[src/hdl/assert_macros.svh]
// Assertion macros shared by the decompressor RTL.
// No dependencies; included by the modules that carry assertions.
`ifndef ASSERT_MACROS_SVH
`define ASSERT_MACROS_SVH

// Checks that an expression holds at every clock edge outside reset.
`define ASSERT_ALWAYS(label, clk, rstn, expr) \
    label: assert property (@(posedge clk) disable iff (!(rstn)) (expr)) \
        else $error("assertion failed: expr");

// Checks that a condition is followed by a consequence in the next cycle.
`define ASSERT_NEXT(label, clk, rstn, cond, conseq) \
    label: assert property (@(posedge clk) disable iff (!(rstn)) (cond) |=> (conseq)) \
        else $error("assertion failed: cond then conseq");

`endif

[src/hdl/xld_pkg.sv]
// Shared types, constants and helpers of the Xpress LZ77 decompressor.
// No dependencies; used by every module of the block.
`default_nettype none

package xld_pkg;

    localparam int WINDOW_BYTES = 8192;
    localparam int WIN_W        = $clog2(WINDOW_BYTES);
    localparam int MAX_OUTPUT   = 65536;
    localparam int DRAIN_BURST  = 64;
    localparam int BURST_W      = $clog2(DRAIN_BURST + 1);
    localparam int CNT_W        = 17;
    localparam int FIFO_DEPTH   = 2;

    // Input item kinds.
    localparam logic OP_BYTE  = 1'b0;
    localparam logic OP_DRAIN = 1'b1;

    // Result status codes.
    localparam logic [1:0] ST_OK     = 2'd0;
    localparam logic [1:0] ST_REJECT = 2'd1;
    localparam logic [1:0] ST_STOP   = 2'd2;

    // Parser phases, one-hot.
    typedef enum logic [10:0] {
        PH_FLAG0    = 11'b00000000001,
        PH_FLAG1    = 11'b00000000010,
        PH_FLAG2    = 11'b00000000100,
        PH_FLAG3    = 11'b00000001000,
        PH_ITEM     = 11'b00000010000,
        PH_TOK_HI   = 11'b00000100000,
        PH_NIB      = 11'b00001000000,
        PH_EXT8     = 11'b00010000000,
        PH_EXT16_LO = 11'b00100000000,
        PH_EXT16_HI = 11'b01000000000,
        PH_END      = 11'b10000000000
    } phase_t;

    // Input item as it travels from the front to the back.
    typedef struct packed {
        logic       op;
        logic [7:0] data_byte;
        logic       last_byte;
    } item_t;

    // One result item.
    typedef struct packed {
        logic [7:0]       out_byte;
        logic             has_byte;
        logic             copy_pending;
        logic             end_of_run;
        logic             block_done;
        logic [1:0]       status;
        logic [CNT_W-1:0] out_count;
    } result_t;

    // Match length, or zero when the match reaches before the block start.
    function automatic logic [CNT_W-1:0] start_len(input logic [12:0] off,
                                                   input logic [CNT_W-1:0] pc,
                                                   input logic [CNT_W-1:0] len);
        logic [CNT_W-1:0] res;
        res = ({4'd0, off} >= pc) ? '0 : len;
        return res;
    endfunction

endpackage

`default_nettype wire

[src/hdl/xld_front.sv]
// Front end: accepts input transactions and queues them for the decoder.
// Depends on xld_pkg.
`default_nettype none

module xld_front (
    input  wire                 aclk,
    input  wire                 aresetn,
    input  wire                 in_valid,
    output logic                in_ready,
    input  xld_pkg::item_t      in_item,
    output logic                q_valid,
    input  wire                 q_pop,
    output xld_pkg::item_t      q_item
);

    localparam int PTR_W = $clog2(xld_pkg::FIFO_DEPTH);

    xld_pkg::item_t       mem_reg [xld_pkg::FIFO_DEPTH];
    logic [PTR_W-1:0]     wr_ptr_reg, wr_ptr_next;
    logic [PTR_W-1:0]     rd_ptr_reg, rd_ptr_next;
    logic [PTR_W:0]       count_reg,  count_next;
    logic                 push;
    logic                 pop;

    assign in_ready = (count_reg != xld_pkg::FIFO_DEPTH[PTR_W:0]);
    assign q_valid  = (count_reg != '0);
    assign q_item   = mem_reg[rd_ptr_reg];
    assign push     = in_valid && in_ready;
    assign pop      = q_pop && q_valid;

    // Pointer and fill count update.
    always_comb begin
        wr_ptr_next = push ? wr_ptr_reg + 1'b1 : wr_ptr_reg;
        rd_ptr_next = pop  ? rd_ptr_reg + 1'b1 : rd_ptr_reg;
        count_next  = count_reg + {{PTR_W{1'b0}}, push} - {{PTR_W{1'b0}}, pop};
    end

    always_ff @(posedge aclk) begin
        if (!aresetn) begin
            wr_ptr_reg <= '0;
            rd_ptr_reg <= '0;
            count_reg  <= '0;
        end else begin
            wr_ptr_reg <= wr_ptr_next;
            rd_ptr_reg <= rd_ptr_next;
            count_reg  <= count_next;
        end
    end

    // Queue storage.
    always_ff @(posedge aclk) begin
        if (push) begin
            mem_reg[wr_ptr_reg] <= in_item;
        end
    end

endmodule

`default_nettype wire

[config.mk]
export PLATFORM = sky130hd
export DESIGN_NAME = xld_front
export DESIGN_NICKNAME = d
export VERILOG_FILES = /design/src/hdl/assert_macros.svh /design/src/hdl/xld_pkg.sv /design/src/hdl/xld_front.sv
export SDC_FILE = /design/constraint.sdc
export NUM_CORES = 1
export LEC_CHECK = 0
export BUFFER_PORTS_ARGS = -buffer_cell sky130_fd_sc_hd__buf_2
export CAP_MARGIN = 30
export CORE_ASPECT_RATIO = 1.5
export CORE_UTILIZATION = 30
export CTS_CLUSTER_DIAMETER = 60
export CTS_CLUSTER_SIZE = 16
export DETAILED_ROUTE_END_ITERATION = 6
export GPL_TIMING_DRIVEN = 1
export SLEW_MARGIN = 20
export SYNTH_ARGS = -nofsm -noshare
export SYNTH_HDL_FRONTEND = slang
export SYNTH_SLANG_ARGS = --single-unit
[constraint.sdc]
create_clock -name aclk -period 2.52 [get_ports aclk]
set_clock_uncertainty 0.2 [all_clocks]
set_input_delay 0.504 -clock aclk [delete_from_list [all_inputs] [get_ports aclk]]
set_output_delay 0.504 -clock aclk [all_outputs]
set_load 0.005 [all_outputs]
Word level (Yosys, flattened, before mapping)
Memories as Yosys holds them, arrays and structs flattened. A register that Yosys moved wholly into a read port is not among the register bits.
Index checks and enable logic that the tools add are counted.
{ "totals": {"input_bits": 14, "memories": 1, "reg_bits": 4, "ram_bits": 20, "wordCells": 16, "output_inout_bits": 12} }
{ "memory_table": {"columns": ["name", "words", "word_bits", "read_ports", "rd_clocked_by_memory_dff", "write_ports", "line", "rtl"], "rows": [
  ["mem_reg", 2, 10, 1, 1, 1, "xld_front.sv:18", "xld_pkg::item_t mem_reg [xld_pkg::FIFO_DEPTH];"]
]} }
{ "op_classes": {"mux": 4, "eq_ne": 1, "n_addsub": 4, "reduce_logical": 3} }
{ "op_table": {"columns": ["operator", "count"], "rows": [
  ["$mux W1", 4],
  ["$add A1 B1 Y1 const B", 2],
  ["$add A2 B1 Y2", 1],
  ["$logic_and A1 B1 Y1", 2],
  ["$ne A2 B2 Y1 const B", 1],
  ["$reduce_bool A2 Y1", 1],
  ["$sub A2 B1 Y2", 1]
]} }

Logic depth before layout (Yosys ltp)
{ "depth": {"ltp_word": 4, "depth_mapped": 6} }

Least setup slack after synthesis
Ideal clock, no wire load.
{ "synth_path": {"path_kind": "register to output", "startpoint": "reg with a tool-made name", "endpoint": "out q_item[0] (netlist bit)", "setup_slack_ps": 986, "path_stages_with_launch": 3, "required_ps": 1816, "path_buffers": 1, "t_arrival_ps": 830, "path_cell_list": "dfxtp_1 -> buf_2 -> mux2_2"} }
{ "synth_lines": {"columns": ["item", "line", "rtl"], "rows": [
  ["to (decl)", "xld_front.sv:13", "output xld_pkg::item_t q_item"]
]} }

==> summary.txt <==
Synth
  – Post-synth top area share: 0.608
  – Synth top area cells: edfxtp_1, mux2_2, dfxtp_1, and2_1, o311ai_2
  – Post-synth ARST share: 0
  – Post-synth cell types: 23
  – Top FF cell, synth: edfxtp_1
  – #FFs+latches synth: 25
  – Cell taking the most area after synthesis: edfxtp_1
  – Synthesized area: 988 µm²
  – Total nets after synthesis: 75
  – Post-Syn Instances: 60
  – Post-Syn Area per Cell: 16.5 µm²
  – Total of warnings raised by yosys: 0
  – EDFF count, synth: 20
  – Seq/Total Area, Yosys: 0.709

Die
  – # IOs: 26
  – Die extent in x: just under 50 µm
  – Cell Rows: 25
  – Full die area: roughly 0.0035 mm²
  – Die span in y: 72.3 µm
  – Starting Density: 0.313
  – Core area: 0.00316 mm²

Setup path
  – Highest cell delay on the worst timing path: 0.59 ns
  – Reg-to-reg slack, setup: 0.89 ns
  – Critical Path RT: 1.82 ns
  – Critical-path cell list: mux2_2 > buf_2
  – Data arrival time of the worst path: 1.36 ns
  – Critical path's slowest cell: dfxtp_1
  – Crit end category: primary output
  – Critical Path Fanout Max: 10
  – Setup Crit Path Kind: reg -> out
  – Setup crit start kind: register

GRT
  – Overall routing resource usage: 0.0946
  – Initial antenna violation count: 0
  – Largest net degree at the start of global routing: 14
  – Aggregate global routing overflow: 0
  – Global-route wire length before repair: approximately 2500 µm
  – Vias in the first global route: roughly 580

Route
  – Antenna viol nets, final: 0
  – Vias: 580
  – Routed WL: 1480 µm
  – Initial detailed-routing violation count: 10
  – Drt drc: 0
  – Vias/cell: 4.53
  – First-pass DRT Iterations: 4
  – Wire length per cell: 11.5 µm

Clocking
  – Root Buffer Master: clkbuf_8
  – Post-CTS Setup Repair Bufs: 0
  – H-tree Lvls: 1
  – Clock Pin Slew Worst Setup and Hold Paths: 0.08 ns
  – Post_cts resized: 0
  – CTS Hold Buffers Added: 0
  – Clk_lat worst skew: between 0.2 and 0.3 ns
  – CTS max path bufs: 2
  – Cts bufs inserted: 3
  – TritonCTS clock tree: built
  – Clk sinks: 25

STA
  – Peak Freq: ~480 MHz
  – Fin Setup TNS: 0 ns
  – Final Hold Violating Endpoints: 0
  – Final count of pins violating max slew: 0
  – Actual slew at the worst max-slew pin: about 0.44 ns
  – Crit path time final: 2.07 ns
  – Worst slew margin: 0.709
  – PnR worst setup slack: 0.452 ns
  – WHS: 0.229 ns
  – RSZ-0062 raised after global routing: no
  – # setup viols final: 0
  – Final period util: 0.821

Power
  – Power Density: about 820 mW/mm²
  – VDD IR-drop max: approximately 0.45 mV
  – Total power: just under 0.001 W
  – Leak: between 0.4 and 0.5 nW

Job
  – MaxCap Viol Count: 0

Cells and area
  – Share of layout cells above drive strength 1: 0.477
  – Fillers: 307
  – N_diodes: 0
  – Final core utilization: 0.381
  – Register area: roughly 700 µm²
  – Nets@finish: 104
  – Area delta synth->final: 21.8%
  – Area occupied by multi-input gates: around 280 µm²
  – Max reg flops: 20

Placement
  – Port Buffers: 25
  – Post-detail-place hpwl: 1070 µm
  – Gpl congestion: a little over 0.6
  – Setup Slack @ Placement: around 0.72 ns

Outcome
  – Status: finished, final reports clean

Min path
  – Worst min-delay path class: in -> reg
-- routing by layer --
| layer | part of all wire | global-route usage | routed length (µm) | vias up |
|---|---|---|---|---|
| met4 | 0.0081 | 0.0490 | 12 | 0 |
| met3 | 0.083 | 0.0273 | 123 | 2 |
| met5 | 0 | 0 | 0 | - |
| met2 | 0.49 | 0.160 | 721 | 26 |
| met1 | 0.42 | 0.108 | 619 | 270 |
| li1 | - | - | - | 282 |
-- placed cells by master (no fill, tap or decap) --
master,netlist,layout
nand3_1,2,2
dfxtp_1,5,5
a21bo_1,1,1
o21ai_1,1,1
nand3b_1,1,1
o311ai_2,1,1
mux2_2,10,10
buf_2,1,25
mux2i_1,1,1
xnor2_1,1,1
nor2_1,1,1
clkbuf_8,0,3
and2_1,3,3
inv_1,1,1
clkbuf_1,0,1
or2_1,1,1
edfxtp_1,20,20
a21oi_1,1,1
nand2b_1,2,2
and3_2,1,1
nand2b_2,1,1
o21ai_0,1,1
ha_1,1,1
nand2_1,2,2
a21boi_2,1,1
-- worst max-delay path, delay by kind of cell (launching register included) --
| family | cells | cell delay, ns |
|---|---|---|
| buffers and inverters | 1 | 0.12 |
| multiplexers | 1 | 0.39 |
| flip-flops | 1 | 0.59 |
-- cell usage after synthesis, types with 2 or more instances --
cell and n:
nand2_1 2, dfxtp_1 5, and2_1 3, edfxtp_1 20
nand2b_1 2, mux2_2 10, nand3_1 2
-- layout make-up --
class / instances / area share
multi-input combinational: 33 / 0.232
sequential: 25 / 0.582
clock buffer: 4 / 0.0374
tap: 40 / 0.0416
timing repair buffer: 25 / 0.104
inverter: 1 / 0.00312
-- stage by stage --
stage               cells  instance area [µm²]
floorplan              60                  988
global placement      124                 1160
global route          128                 1200
CTS                   128                 1200
finish                128                 1200
detailed placement    124                 1160
-- path summary, 6_finish.rpt --
kind / startpoint / endpoint / depth (start not counted)
worst min-delay path: in_item[9] / mem_reg[0][9]$_DFFE_PP_ / 1
worst max-delay path: register / q_item[8] / 2
worst max register to register: count_reg[0]$_SDFF_PN0_ / mem_reg[0][2]$_DFFE_PP_ / 3
worst min register to register: rd_ptr_reg$_SDFFE_PN0P_ / register / 2
-- cells by family after synthesis --
group           synth area share
flops                      0.709
simple gates              0.0836
mux                        0.124
compound gates            0.0532
buf+inv                  0.00885
xor+xnor                 0.00886
fa+ha+maj                 0.0127
-- report_power, final --
part | total, W | internal (W) | switching [W]
sequential | 0.000546 | 0.000504 | 0.0000417
clock | 0.000224 | 0.000113 | 0.000112
combinational | 0.000211 | 0.000124 | 0.0000875
total | 0.000981 | 0.000741 | 0.000241
(Power assumes the default switching activity.)
